[src/rtl/rrr_pkg.sv]
package rrr_pkg;

   localparam int unsigned PAYLOAD_BYTES   = 1024;
   localparam int unsigned EVENT_TYPE_MAX  = 63;
   localparam int unsigned RESOURCE_BUFFER = 256;

   localparam int unsigned HDR_BYTES    = 32;
   localparam int unsigned PREFIX_BYTES = 4;
   localparam int unsigned BODY_CAP     = 8192;
   localparam int unsigned LEN_SAT      = 16383;
   localparam int unsigned MAX_BODY_RESET = 8192;

   localparam logic CSR_PEER_CONFIRMED  = 1'b0;
   localparam logic CSR_MAX_BODY_LENGTH = 1'b1;

   typedef enum logic [2:0] {
      KIND_HEADER   = 3'd0,
      KIND_TYPE     = 3'd1,
      KIND_RESOURCE = 3'd2,
      KIND_PAYLOAD  = 3'd3,
      KIND_ERROR    = 3'd4
   } kind_type;

   typedef enum logic [2:0] {
      STATUS_NEW             = 3'd0,
      STATUS_DUPLICATE       = 3'd1,
      STATUS_PEER_UNVERIFIED = 3'd2,
      STATUS_BAD_FRAME_LEN   = 3'd3,
      STATUS_MALFORMED       = 3'd4
   } status_type;

   typedef struct packed {
      kind_type    kind;
      status_type  status;
      logic [7:0]  out_byte;
      logic [63:0] record_offset;
      logic [63:0] event_id_high;
      logic [63:0] event_id_low;
      logic [10:0] payload_length;
      logic [5:0]  type_length;
      logic [7:0]  resource_length;
      logic [31:0] applied_count;
      logic [31:0] duplicate_count;
      logic        last;
   } result_type;

endpackage

[src/rtl/rrr_out_skid.sv]
module rrr_out_skid (
   input  logic                clock,
   input  logic                reset,
   input  logic                push_valid,
   input  rrr_pkg::result_type push_data,
   output logic                full,
   output logic                rsp_valid,
   input  logic                rsp_stall,
   output rrr_pkg::result_type rsp_data
);

   logic                main_valid_ff, main_valid_in;
   logic                skid_valid_ff, skid_valid_in;
   rrr_pkg::result_type main_ff, main_in;
   rrr_pkg::result_type skid_ff, skid_in;
   logic                pop;

   assign pop = main_valid_ff && !rsp_stall;

   always_comb begin
      main_valid_in = main_valid_ff;
      skid_valid_in = skid_valid_ff;
      main_in       = main_ff;
      skid_in       = skid_ff;
      if (pop) begin
         if (skid_valid_ff) begin
            main_in       = skid_ff;
            skid_valid_in = 1'b0;
         end else if (push_valid) begin
            main_in = push_data;
         end else begin
            main_valid_in = 1'b0;
         end
      end else if (push_valid) begin
         if (!main_valid_ff) begin
            main_in       = push_data;
            main_valid_in = 1'b1;
         end else begin
            skid_in       = push_data;
            skid_valid_in = 1'b1;
         end
      end
   end

   always_ff @(posedge clock) begin
      if (reset) begin
         main_valid_ff <= 1'b0;
         skid_valid_ff <= 1'b0;
      end else begin
         main_valid_ff <= main_valid_in;
         skid_valid_ff <= skid_valid_in;
      end
      main_ff <= main_in;
      skid_ff <= skid_in;
   end

   assign full      = skid_valid_ff;
   assign rsp_valid = main_valid_ff;
   assign rsp_data  = main_ff;

   // The skid entry is only ever filled behind a waiting main entry.
   a_skid_behind_main: assert property (@(posedge clock) disable iff (reset)
      skid_valid_ff |-> main_valid_ff)
      else $error("skid entry valid without main entry");

   a_no_push_when_full: assert property (@(posedge clock) disable iff (reset)
      push_valid |-> !skid_valid_ff)
      else $error("result pushed while skid entry is occupied");

   a_skid_drains: assert property (@(posedge clock) disable iff (reset)
      (skid_valid_ff && !rsp_stall) |=> !skid_valid_ff)
      else $error("skid entry not drained after a taken beat");

endmodule

[src/rtl/replication_record_receiver.sv]
// Each result is registered in the output buffer's main or skid entry before it reaches rsp.
// Throughput: one req beat per cycle while req_stall is low; the last header byte and
// every content byte produce one result, as does the byte that fails the session; other
// bytes produce none. req_stall rises only while the two-entry output buffer is full.
// Synchronous reset clears the parser, cursor, counters and failed flag, clears the
// peer flag and sets max_body_length to 8192.
module replication_record_receiver (
   input  logic        clock,
   input  logic        reset,
   input  logic        req_valid,
   output logic        req_stall,
   input  logic [7:0]  req_in_byte,
   output logic        rsp_valid,
   input  logic        rsp_stall,
   output logic [2:0]  rsp_kind,
   output logic [2:0]  rsp_status,
   output logic [7:0]  rsp_out_byte,
   output logic [63:0] rsp_record_offset,
   output logic [63:0] rsp_event_id_high,
   output logic [63:0] rsp_event_id_low,
   output logic [10:0] rsp_payload_length,
   output logic [5:0]  rsp_type_length,
   output logic [7:0]  rsp_resource_length,
   output logic [31:0] rsp_applied_count,
   output logic [31:0] rsp_duplicate_count,
   output logic        rsp_last,
   input  logic        csr_write_enable,
   input  logic        csr_index,
   input  logic [13:0] csr_write_data
);

   logic        peer_ff;
   logic [13:0] max_body_ff;

   logic [13:0] pos_ff, pos_in;
   logic [13:0] body_ff, body_in;
   logic [63:0] offset_ff, offset_in;
   logic [63:0] id_low_ff, id_low_in;
   logic [63:0] id_high_ff, id_high_in;
   logic [15:0] pl_len_ff, pl_len_in;
   logic [7:0]  type_len_ff, type_len_in;
   logic [7:0]  res_len_ff, res_len_in;
   logic        dup_ff, dup_in;
   logic [63:0] cursor_ff, cursor_in;
   logic [31:0] applied_ff, applied_in;
   logic [31:0] dups_ff, dups_in;
   logic        failed_ff, failed_in;

   logic                accept;
   logic                push_valid;
   rrr_pkg::result_type push_data;
   rrr_pkg::result_type rsp_data;
   logic                buf_full;

   logic                do_fail;
   rrr_pkg::status_type fail_status;
   logic [13:0]         limit;
   logic [4:0]          hb;
   logic [13:0]         content_index;
   logic [8:0]          type_res_sum;
   logic [16:0]         declared_body;
   logic                malformed;
   logic                rec_last;

   assign req_stall = buf_full;
   assign accept    = req_valid && !req_stall;

   assign limit = (max_body_ff > 14'(rrr_pkg::BODY_CAP)) ? 14'(rrr_pkg::BODY_CAP)
                                                          : max_body_ff;
   assign hb            = 5'(pos_ff - 14'(rrr_pkg::PREFIX_BYTES));
   assign content_index = pos_ff - 14'(rrr_pkg::PREFIX_BYTES + rrr_pkg::HDR_BYTES);
   assign type_res_sum  = {1'b0, type_len_ff} + {1'b0, res_len_ff};
   assign declared_body = 17'(rrr_pkg::HDR_BYTES) + {8'h00, type_res_sum}
                          + {1'b0, pl_len_ff};
   assign malformed = (pl_len_ff > 16'(rrr_pkg::PAYLOAD_BYTES))
                   || (type_len_ff > 8'(rrr_pkg::EVENT_TYPE_MAX))
                   || ({1'b0, res_len_ff} >= 9'(rrr_pkg::RESOURCE_BUFFER))
                   || ({3'b000, body_ff} != declared_body);

   always_comb begin
      pos_in      = pos_ff;
      body_in     = body_ff;
      offset_in   = offset_ff;
      id_low_in   = id_low_ff;
      id_high_in  = id_high_ff;
      pl_len_in   = pl_len_ff;
      type_len_in = type_len_ff;
      res_len_in  = res_len_ff;
      dup_in      = dup_ff;
      cursor_in   = cursor_ff;
      applied_in  = applied_ff;
      dups_in     = dups_ff;
      failed_in   = failed_ff;
      do_fail     = 1'b0;
      fail_status = rrr_pkg::STATUS_NEW;
      rec_last    = 1'b0;
      push_valid  = 1'b0;

      push_data.kind            = rrr_pkg::KIND_HEADER;
      push_data.status          = rrr_pkg::STATUS_NEW;
      push_data.out_byte        = 8'h00;
      push_data.record_offset   = offset_ff;
      push_data.event_id_high   = id_high_ff;
      push_data.event_id_low    = id_low_ff;
      push_data.payload_length  = pl_len_ff[10:0];
      push_data.type_length     = type_len_ff[5:0];
      push_data.resource_length = res_len_ff;
      push_data.applied_count   = applied_ff;
      push_data.duplicate_count = dups_ff;
      push_data.last            = 1'b0;

      if (accept && !failed_ff) begin
         if (!peer_ff) begin
            do_fail     = 1'b1;
            fail_status = rrr_pkg::STATUS_PEER_UNVERIFIED;
         end else if (pos_ff < 14'(rrr_pkg::PREFIX_BYTES)) begin
            if (pos_ff == 14'd0) begin
               body_in     = {6'b000000, req_in_byte};
               offset_in   = '0;
               id_low_in   = '0;
               id_high_in  = '0;
               pl_len_in   = '0;
               type_len_in = '0;
               res_len_in  = '0;
               dup_in      = 1'b0;
            end else if (body_ff != 14'(rrr_pkg::LEN_SAT)) begin
               if (pos_ff == 14'd1 && req_in_byte <= 8'h3f) begin
                  body_in = body_ff | {req_in_byte[5:0], 8'h00};
               end else if (req_in_byte != 8'h00) begin
                  body_in = 14'(rrr_pkg::LEN_SAT);
               end
            end
            if (pos_ff == 14'(rrr_pkg::PREFIX_BYTES - 1)
                && (body_in < 14'(rrr_pkg::HDR_BYTES) || body_in > limit)) begin
               do_fail     = 1'b1;
               fail_status = rrr_pkg::STATUS_BAD_FRAME_LEN;
            end else begin
               pos_in = pos_ff + 14'd1;
            end
         end else if (pos_ff < 14'(rrr_pkg::PREFIX_BYTES + rrr_pkg::HDR_BYTES)) begin
            unique case (hb[4:3])
               2'd0: offset_in[{hb[2:0], 3'b000} +: 8] = req_in_byte;
               2'd1: id_low_in[{hb[2:0], 3'b000} +: 8] = req_in_byte;
               2'd2: id_high_in[{hb[2:0], 3'b000} +: 8] = req_in_byte;
               default: begin
                  unique case (hb[2:0])
                     3'd0:    pl_len_in = {8'h00, req_in_byte};
                     3'd1:    pl_len_in[15:8] = req_in_byte;
                     3'd2:    type_len_in = req_in_byte;
                     3'd3:    res_len_in = req_in_byte;
                     default: ;
                  endcase
               end
            endcase
            if (hb != 5'(rrr_pkg::HDR_BYTES - 1)) begin
               pos_in = pos_ff + 14'd1;
            end else if (malformed) begin
               do_fail     = 1'b1;
               fail_status = rrr_pkg::STATUS_MALFORMED;
            end else begin
               if (offset_ff < cursor_ff) begin
                  dup_in  = 1'b1;
                  dups_in = dups_ff + 32'd1;
               end else begin
                  dup_in     = 1'b0;
                  cursor_in  = offset_ff + 64'd1;
                  applied_in = applied_ff + 32'd1;
               end
               rec_last                  = (body_ff == 14'(rrr_pkg::HDR_BYTES));
               pos_in                    = rec_last ? 14'd0 : pos_ff + 14'd1;
               push_valid                = 1'b1;
               push_data.kind            = rrr_pkg::KIND_HEADER;
               push_data.status          = dup_in ? rrr_pkg::STATUS_DUPLICATE
                                                  : rrr_pkg::STATUS_NEW;
               push_data.applied_count   = applied_in;
               push_data.duplicate_count = dups_in;
               push_data.last            = rec_last;
            end
         end else begin
            rec_last           = ((pos_ff - 14'(rrr_pkg::PREFIX_BYTES - 1)) >= body_ff);
            pos_in             = rec_last ? 14'd0 : pos_ff + 14'd1;
            push_valid         = 1'b1;
            push_data.status   = dup_ff ? rrr_pkg::STATUS_DUPLICATE : rrr_pkg::STATUS_NEW;
            push_data.out_byte = req_in_byte;
            push_data.last     = rec_last;
            if (content_index < {6'b000000, type_len_ff}) begin
               push_data.kind = rrr_pkg::KIND_TYPE;
            end else if (content_index < {5'b00000, type_res_sum}) begin
               push_data.kind = rrr_pkg::KIND_RESOURCE;
            end else begin
               push_data.kind = rrr_pkg::KIND_PAYLOAD;
            end
         end

         if (do_fail) begin
            failed_in                 = 1'b1;
            push_valid                = 1'b1;
            push_data.kind            = rrr_pkg::KIND_ERROR;
            push_data.status          = fail_status;
            push_data.out_byte        = 8'h00;
            push_data.record_offset   = '0;
            push_data.event_id_high   = '0;
            push_data.event_id_low    = '0;
            push_data.payload_length  = '0;
            push_data.type_length     = '0;
            push_data.resource_length = '0;
            push_data.applied_count   = applied_ff;
            push_data.duplicate_count = dups_ff;
            push_data.last            = 1'b1;
         end
      end
   end

   always_ff @(posedge clock) begin
      if (reset) begin
         peer_ff     <= 1'b0;
         max_body_ff <= 14'(rrr_pkg::MAX_BODY_RESET);
         pos_ff      <= '0;
         body_ff     <= '0;
         offset_ff   <= '0;
         id_low_ff   <= '0;
         id_high_ff  <= '0;
         pl_len_ff   <= '0;
         type_len_ff <= '0;
         res_len_ff  <= '0;
         dup_ff      <= 1'b0;
         cursor_ff   <= '0;
         applied_ff  <= '0;
         dups_ff     <= '0;
         failed_ff   <= 1'b0;
      end else begin
         if (csr_write_enable) begin
            unique case (csr_index)
               rrr_pkg::CSR_PEER_CONFIRMED:  peer_ff <= csr_write_data[0];
               rrr_pkg::CSR_MAX_BODY_LENGTH: max_body_ff <= csr_write_data;
               default: ;
            endcase
         end
         pos_ff      <= pos_in;
         body_ff     <= body_in;
         offset_ff   <= offset_in;
         id_low_ff   <= id_low_in;
         id_high_ff  <= id_high_in;
         pl_len_ff   <= pl_len_in;
         type_len_ff <= type_len_in;
         res_len_ff  <= res_len_in;
         dup_ff      <= dup_in;
         cursor_ff   <= cursor_in;
         applied_ff  <= applied_in;
         dups_ff     <= dups_in;
         failed_ff   <= failed_in;
      end
   end

   rrr_out_skid u_out_skid (
      .clock      (clock),
      .reset      (reset),
      .push_valid (push_valid),
      .push_data  (push_data),
      .full       (buf_full),
      .rsp_valid  (rsp_valid),
      .rsp_stall  (rsp_stall),
      .rsp_data   (rsp_data)
   );

   assign rsp_kind            = rsp_data.kind;
   assign rsp_status          = rsp_data.status;
   assign rsp_out_byte        = rsp_data.out_byte;
   assign rsp_record_offset   = rsp_data.record_offset;
   assign rsp_event_id_high   = rsp_data.event_id_high;
   assign rsp_event_id_low    = rsp_data.event_id_low;
   assign rsp_payload_length  = rsp_data.payload_length;
   assign rsp_type_length     = rsp_data.type_length;
   assign rsp_resource_length = rsp_data.resource_length;
   assign rsp_applied_count   = rsp_data.applied_count;
   assign rsp_duplicate_count = rsp_data.duplicate_count;
   assign rsp_last            = rsp_data.last;

   // Once failed, the session stays failed until reset.
   a_failed_sticky: assert property (@(posedge clock) disable iff (reset)
      failed_ff |=> failed_ff)
      else $error("failed flag cleared without reset");

   a_no_result_when_failed: assert property (@(posedge clock) disable iff (reset)
      failed_ff |-> !push_valid)
      else $error("result produced by a failed session");

   a_header_on_last_byte: assert property (@(posedge clock) disable iff (reset)
      (push_valid && push_data.kind == rrr_pkg::KIND_HEADER)
      |-> (hb == 5'(rrr_pkg::HDR_BYTES - 1)))
      else $error("header result away from the last header byte");

endmodule

[config.mk]
export PLATFORM = sky130hd
export DESIGN_NAME = replication_record_receiver
export DESIGN_NICKNAME = d
export VERILOG_FILES = /design/src/rtl/rrr_pkg.sv /design/src/rtl/rrr_out_skid.sv /design/src/rtl/replication_record_receiver.sv
export SDC_FILE = /design/constraint.sdc
export NUM_CORES = 2
export LEC_CHECK = 0
export BUFFER_PORTS_ARGS = -buffer_cell sky130_fd_sc_hd__buf_2
export CAP_MARGIN = 15
export CORE_ASPECT_RATIO = 1.5
export CORE_MARGIN = 2
export CORE_UTILIZATION = 40
export CTS_CLUSTER_SIZE = 20
export DETAILED_ROUTE_END_ITERATION = 6
export REMOVE_ABC_BUFFERS = 1
export SETUP_SLACK_MARGIN = 0.15
export SYNTH_ARGS = -nofsm -noshare
export SYNTH_HDL_FRONTEND = slang
export SYNTH_HIERARCHICAL = 1
export SYNTH_SLANG_ARGS = --single-unit
[constraint.sdc]
create_clock -name clock -period 29.7 [get_ports clock]
set_input_delay 4.455 -clock clock [delete_from_list [all_inputs] [get_ports clock]]
set_output_delay 4.455 -clock clock [all_outputs]
set_load 0.05 [all_outputs]
Word level (Yosys, flattened, before mapping)

Index checks and enable logic that the tools add are counted.
W data, S select, Z words.

Add/sub/neg operators: 11
Magnitude comparators: 12
Eq/ne operators: 20
Shift-type cells: 2
Mux-type cells: 104
Bitwise operators: 7
Reductions and logical operators: 46

Operators by type and width:

| kind                     | number |
|---|---|
| $mux W296                | 7 |
| $mux W64                 | 11 |
| $mux W65                 | 4 |
| $mux W14                 | 17 |
| $bwmux W64               | 3 |
| $mux W8                  | 11 |
| $add A32 B1 Y32 const B  | 2 |
| $add A64 B1 Y64 const B  | 1 |
| $lt A64 B64 Y1           | 1 |
| $mux W16                 | 4 |
| $mux W32                 | 2 |
| $shift A8 B8 Y64 const A | 1 |
| $shiftx A8 B8 Y64        | 1 |
| $mux W1                  | 36 |
| $reduce_and A6 Y1        | 6 |
| $lt A14 B6 Y1 const B    | 2 |
| $mux W3                  | 6 |
| $reduce_bool A2 Y1       | 9 |
| $add A10 B16 Y17         | 1 |
| $ne A14 B17 Y1           | 1 |
| $gt A16 B11 Y1 const B   | 1 |
| $pmux W8 S2              | 1 |
| $reduce_and A5 Y1        | 3 |
| $add A14 B1 Y14 const B  | 1 |
| 44 further kinds         | 70 |

Bits in registers: 991

Depth between registers and ports, before layout

Depth after elaboration: 22
Mapped depth: 25
Depth with buffers taken out: 23

Hierarchy

Netlist, hierarchy kept.

By module, submodules not included:

| module                      | instances | cells an instance | area each (sq um) |
|---|---|---|---|
| replication_record_receiver | 1         | 2803              | 23074.6 |
| rrr_out_skid                | 1         | 933               | 22439.0 |

Least setup slack after synthesis

OpenSTA, ideal clock, no wires.

Path kind: input to register
Start point: in req_in_byte[7]
End point: reg u_out_skid.main_ff, in the netlist u_out_skid/rsp_data[0] (enable)
Setup time: 1.051 ns
Arrival: 21.208 ns
Data required time: 28.649 ns
Setup slack: 7.441 ns
Cell stages on the path: 15
Buffers on the path: 1
Cells stage by stage: nor3b_1 -> and4_1 -> o31ai_2 -> o22a_1 -> ha_1 -> and4_1 -> a221oi_1 -> o31ai_1 -> o21ai_0 -> nand2_1 -> o31a_2 -> buf_2 -> a31o_1 -> a21oi_1 -> a21oi_1

Longest elaborated chain between the ends: 19

Ends and longest elaborated chain:

| item                                                      | RTL line                                                               | RTL |
|---|---|---|
| start: declaration                                        | replication_record_receiver.sv:12                                      | `input logic [7:0] req_in_byte,` |
| $le A8 B6 Y1 / $reduce_bool A8 Y1 (equally long branches) | replication_record_receiver.sv:127, replication_record_receiver.sv:129 |  |
| $logic_and A1 B1 Y1 / $mux W14 (equally long branches)    | replication_record_receiver.sv:127, replication_record_receiver.sv:129 |  |
| $mux W14                                                  | replication_record_receiver.sv:127                                     | `if (pos_ff == 14'd1 && req_in_byte <= 8'h3f) begin` |
| $mux W14                                                  | replication_record_receiver.sv:126                                     | `end else if (body_ff != 14'(rrr_pkg::LEN_SAT)) begin` |
| $mux W14 (*)                                              | replication_record_receiver.sv:117                                     | `if (pos_ff == 14'd0) begin` |
| $mux W14 (*)                                              | replication_record_receiver.sv:116                                     | `end else if (pos_ff < 14'(rrr_pkg::PREFIX_BYTES)) begin` |
| $mux W14 (*)                                              | replication_record_receiver.sv:113                                     | `if (!peer_ff) begin` |
| $mux W14 (*)                                              | replication_record_receiver.sv:112                                     | `if (accept && !failed_ff) begin` |
| (+4 left out)                                             | -                                                                      |  |
| $mux W1 (*)                                               | replication_record_receiver.sv:116                                     |  |
| $mux W1 (*)                                               | replication_record_receiver.sv:113                                     |  |
| $mux W1 (*)                                               | replication_record_receiver.sv:112                                     |  |
| $mux W1 (*)                                               | replication_record_receiver.sv:195                                     | `if (do_fail) begin` |
| $mux W1 (*)                                               | replication_record_receiver.sv:112                                     |  |
| net push_valid                                            | replication_record_receiver.sv:50                                      | `logic push_valid;` |
| $reduce_bool A2 Y1 (no line)                              | -                                                                      |  |
| $reduce_and A3 Y1 (no line) (*)                           | -                                                                      |  |
| end signal: assignment                                    | rrr_out_skid.sv:53                                                     | `main_ff <= main_in;` |
| end: declaration                                          | rrr_out_skid.sv:14                                                     | `rrr_pkg::result_type main_ff, main_in;` |

Mark *: on every way through the listed nets, which the timed path passes. The rest lies on a longest branch. The select of a mux whose other input is x is not followed.
A chain may end at the register's enable or synchronous reset.

Worst setup path in the final report

Start point: in req_in_byte[0]
End point: reg u_out_skid/skid_ff[51] in the netlist's numbering (enable)

Longest elaborated chain between the ends: 18

Ends and longest elaborated chain:

| item                                                      | RTL line                                                               | RTL |
|---|---|---|
| $le A8 B6 Y1 / $reduce_bool A8 Y1 (equally long branches) | replication_record_receiver.sv:127, replication_record_receiver.sv:129 |  |
| $logic_and A1 B1 Y1 / $mux W14 (equally long branches)    | replication_record_receiver.sv:127, replication_record_receiver.sv:129 |  |
| $mux W14                                                  | replication_record_receiver.sv:127                                     |  |
| $mux W14                                                  | replication_record_receiver.sv:126                                     |  |
| $mux W14 (*)                                              | replication_record_receiver.sv:117                                     |  |
| $mux W14 (*)                                              | replication_record_receiver.sv:116                                     |  |
| $mux W14 (*)                                              | replication_record_receiver.sv:113                                     |  |
| $mux W14 (*)                                              | replication_record_receiver.sv:112                                     |  |
| (+3 left out)                                             | -                                                                      |  |
| $mux W1 (*)                                               | replication_record_receiver.sv:133                                     | `if (pos_ff == 14'(rrr_pkg::PREFIX_BYTES - 1)` |
| $mux W1 (*)                                               | replication_record_receiver.sv:116                                     |  |
| $mux W1 (*)                                               | replication_record_receiver.sv:113                                     |  |
| $mux W1 (*)                                               | replication_record_receiver.sv:112                                     |  |
| $mux W1 (*)                                               | replication_record_receiver.sv:195                                     |  |
| $mux W1 (*)                                               | replication_record_receiver.sv:112                                     |  |
| net push_valid                                            | replication_record_receiver.sv:50                                      |  |
| $reduce_and A3 Y1 (no line) (*)                           | -                                                                      |  |
| end signal: assignment                                    | rrr_out_skid.sv:54                                                     | `skid_ff <= skid_in;` |
| end: declaration                                          | rrr_out_skid.sv:15                                                     | `rrr_pkg::result_type skid_ff, skid_in;` |

Marked as above.

==> impl_metrics.toml <==
[die]
core_mm2 = 0.113
boundaryPins = 326
die_h_um = 417
rows = 151
die_area_mm2 = 0.117
chipWidth_um = 279
initial_utilization = 0.403

[setup_path]
cp_num_buf_inv = 4
path_cells = "buf_2, nor4_1, and3_1, o31ai_2, o22a_1, ha_1, and4_1, a41oi_1, o21ai_0, nand2_1, o31a_4, a31o_1, and3_4, buf_4, buf_4, buf_4"
start_kind = "primary input"
worstReg2RegEnd = "u_out_skid/skid_ff[51]"
cpPeakStageDelay_ns = 0.88
critPathMostFrequentCell = "buf_4"
path_delay_family = "buffers and inverters"
crit_start = "req_in_byte[0]"
worst-setup-path-type = "in -> reg"
r2r_slack_ns = 20.38
cp.arrival_ns = 11.71
rr_startpoint = "type_len_ff[0]"
cp_max_fo = 83
cp-endpoint = "u_out_skid/skid_ff[51]"
r2r_cells = 24
crit_path_end_kind = "register"
slowest_stage = "buf_4"
cp.depth = 16
cp.required_ns = 30.00

[synth]
synth-seq-cells = 991
synthTopCellsByCount = "edfxtp_1 (592), nor2_1 (400), dfxtp_1 (399)"
yosysSeqAreaShare = 0.566
synth_warnings = 6
synth_edf_count = 592
synth.most_common_cell = "edfxtp_1"
postSynthCellCount = 3736
yosys.area.top_type_share = 0.391
synth_area_leader_cell = "edfxtp_1"
synth.distinct_cells = 87
synth_area_mm2 = 0.0455
async_flop_share = 0
synth_area_leaders = "edfxtp_1 (39%), dfxtp_1 (18%), mux2_4 (7.9%)"
synth-main-ff-cell = "edfxtp_1"
syn_avg_cell_area_um2 = 12.2

[detailed_routing]
drc = 0
routed_wl_mm = 119
firstDrtPassIters = 7
routed_via_density = 5.40
first_iter_violations = 2180
num_vias = 29900
highest_layer = "met4"
dr_wl_met3_mm = 5.74
detail-route-antenna-nets = 0
met1_length_mm = 49.9
routedWlPerCell_um = 21.5
wl_met2_mm = 59.5

[global_routing]
grt_pass1_vias = 29300
grt_pass1_wl_mm = 179
grt_max_degree = 195
track_usage = 0.199
antenna_found_initial = 1
grt_overflow = 0

[finish]
nets = 4174
drive_above_1_share = 0.215
synthToLayoutAreaGrowth_pct = 12.7
fillCellCount = 10400
seq_area_mm2 = 0.0258
multi_input_area_mm2 = 0.0181

[power_and_ir_drop]
p_total_uw = 2940
peakVddDrop_mv = 0.0522
pwr_density_cell_mw_per_mm2 = 57.3
leakagePower_uw = 0.0202

[sta]
hold_viol_final = 0
tightest_slew_ns = 1.31
relSlewSlack = 0.126
tns_ns = 0
rsz0062_at_grt = "false"
fin_crit_sh = 0.384
finClkSkew_ns = 0.0295
setup_viol = 0
drv_slew = 0
fmax_mhz = 87.7
finalCriticalPeriod_ns = 11.41

[clocking]
cts_root_buffer = "clkbuf_16"
cts_setup_buffers = 0
clk_pin_slew_worst_paths_ns = 0.06
cts_hold_buf = 0
cts.sinks = 991
clk_latency_ns = 0.70
cts_tree = "done"
clk_path_buf_depth = 3
ctsResizeCount = 0
cts_buffers = 97
htree_num_levels = 3

[placement]
gp_congestion = 0.854
dp_hpwl_mm = 80.2
io_buffers = 325

[job]
maxCapViolCount = 0

[worst_hold_path]
hold_path_class = "reg -> reg"
hold_path_depth = 2

[run_status]
outcome = "complete, no violations"
-- final cells by class --
| type | count | share of cell area |
|---|---|---|
| Clock inverter | 53 | 0.00732 |
| Clock buffer | 129 | 0.0524 |
| Timing Repair Buffer | 365 | 0.0387 |
| Inverter | 134 | 0.00981 |
| Antenna cell | 1 | 0.0000488 |
| Sequential cell | 991 | 0.502 |
| Multi-Input combinational cell | 2412 | 0.354 |
| Tap cell | 1453 | 0.0354 |
-- power breakdown --
group	internal (µW)	total (µW)	switching [µW]	leakage (µW)
clock	650	1190	544	0.00149
sequential	1500	1520	20.8	0.00862
combinational	37.3	227	190	0.0101
-- worst register-to-register path: stages (launching register included) --
cell and delay, ns:
dfxtp_1 0.36, ha_1 0.20, inv_1 0.06, fa_1 0.39, inv_1 0.07, a21oi_1 0.06, o21bai_1 0.23, a21oi_1 0.13
o21bai_1 0.24, a21o_1 0.17, a21o_1 0.15, ha_1 0.24, ha_1 0.38, a21o_1 0.23, a21o_1 0.28, o211a_1 0.29
o211a_1 0.29, o311ai_2 0.50, and2_1 0.39, o31a_4 0.79, a31o_1 0.26, and3_4 0.50, buf_4 0.89, buf_4 0.88
buf_4 0.88
-- per-layer routing --
metal / GRT usage / vias to the layer above
li1: - / 14200
met1: 0.248 / 14700
met2: 0.348 / 843
met3: 0.0259 / 181
met4: 0.0796 / 0
met5: 0 / -
-- registers in the layout, indices dropped and copies added, names as in the netlist, 8 cells and up --
| name | cells |
|---|---|
| applied_ff | 32 |
| body_ff | 14 |
| cursor_ff | 64 |
| dups_ff | 32 |
| id_high_ff | 64 |
| id_low_ff | 64 |
| max_body_ff | 14 |
| offset_ff | 64 |
| pl_len_ff | 16 |
| pos_ff | 14 |
| res_len_ff | 8 |
| type_len_ff | 8 |
| u_out_skid/rsp_data | 296 |
| u_out_skid/skid_ff | 296 |
-- worst min path at each step --
stage	end	slack, ns	start
after floorplan	cursor_ff[1]	0.43	cursor_ff[1]
after global placement	cursor_ff[0]	0.44	cursor_ff[0]
after detailed placement	cursor_ff[1]	0.45	cursor_ff[1]
after CTS	cursor_ff[0]	0.46	cursor_ff[0]
after global routing	cursor_ff[27]	0.48	cursor_ff[27]
final	cursor_ff[0]	0.46	cursor_ff[0]
-- logic make-up (layout without fill, tap and decap cells) --
family | after synthesis | after routing | share of synthesized area
and+or+nand+nor | 1210 | 1210 | 0.136
DFF | 991 | 991 | 0.566
AOI/OAI and AO/OA | 570 | 570 | 0.0896
muxes | 351 | 351 | 0.106
buffers and inverters | 333 | 681 | 0.0362
adders and majority gates | 145 | 145 | 0.0402
xor gates and xnor gates | 136 | 136 | 0.0268
other | 0 | 1 | 0
-- through the flow --
stage	std cells	hold slack, ns	util	setup slack (ns)	area, µm²
2_1_floorplan	3537	0.426	-	5.49	44400
3_3_place_gp	5352	0.442	0.427	17.47	48200
3_5_place_dp	5352	0.450	0.427	17.47	48200
4_1_cts	5534	0.458	0.454	18.21	51300
5_1_grt	5538	0.482	0.454	17.73	51300
6_report	5538	0.456	0.454	18.29	51300
-- cells in the final DEF, fill, tap and decap left out, types with 16 or more instances in the layout --
cell / count
a211oi_1: 69
a21o_1: 35
a21oi_1: 119
a22oi_1: 145
a32oi_1: 57
and2_1: 30
and3_1: 42
and4_1: 18
buf_2: 324
buf_4: 36
clkbuf_1: 18
clkbuf_16: 97
clkinv_2: 20
dfxtp_1: 399
edfxtp_1: 592
ha_1: 143
inv_1: 134
mux2_2: 70
mux2_4: 240
mux2i_1: 36
nand2_1: 186
nand3_1: 86
nand4_1: 58
nor2_1: 397
nor2b_1: 237
nor3_1: 30
nor4_1: 23
o21ai_0: 40
o31ai_1: 18
or3_1: 16
or4_1: 20
xnor2_1: 82
xor2_1: 52
Power figures use the tool's default switching activity.
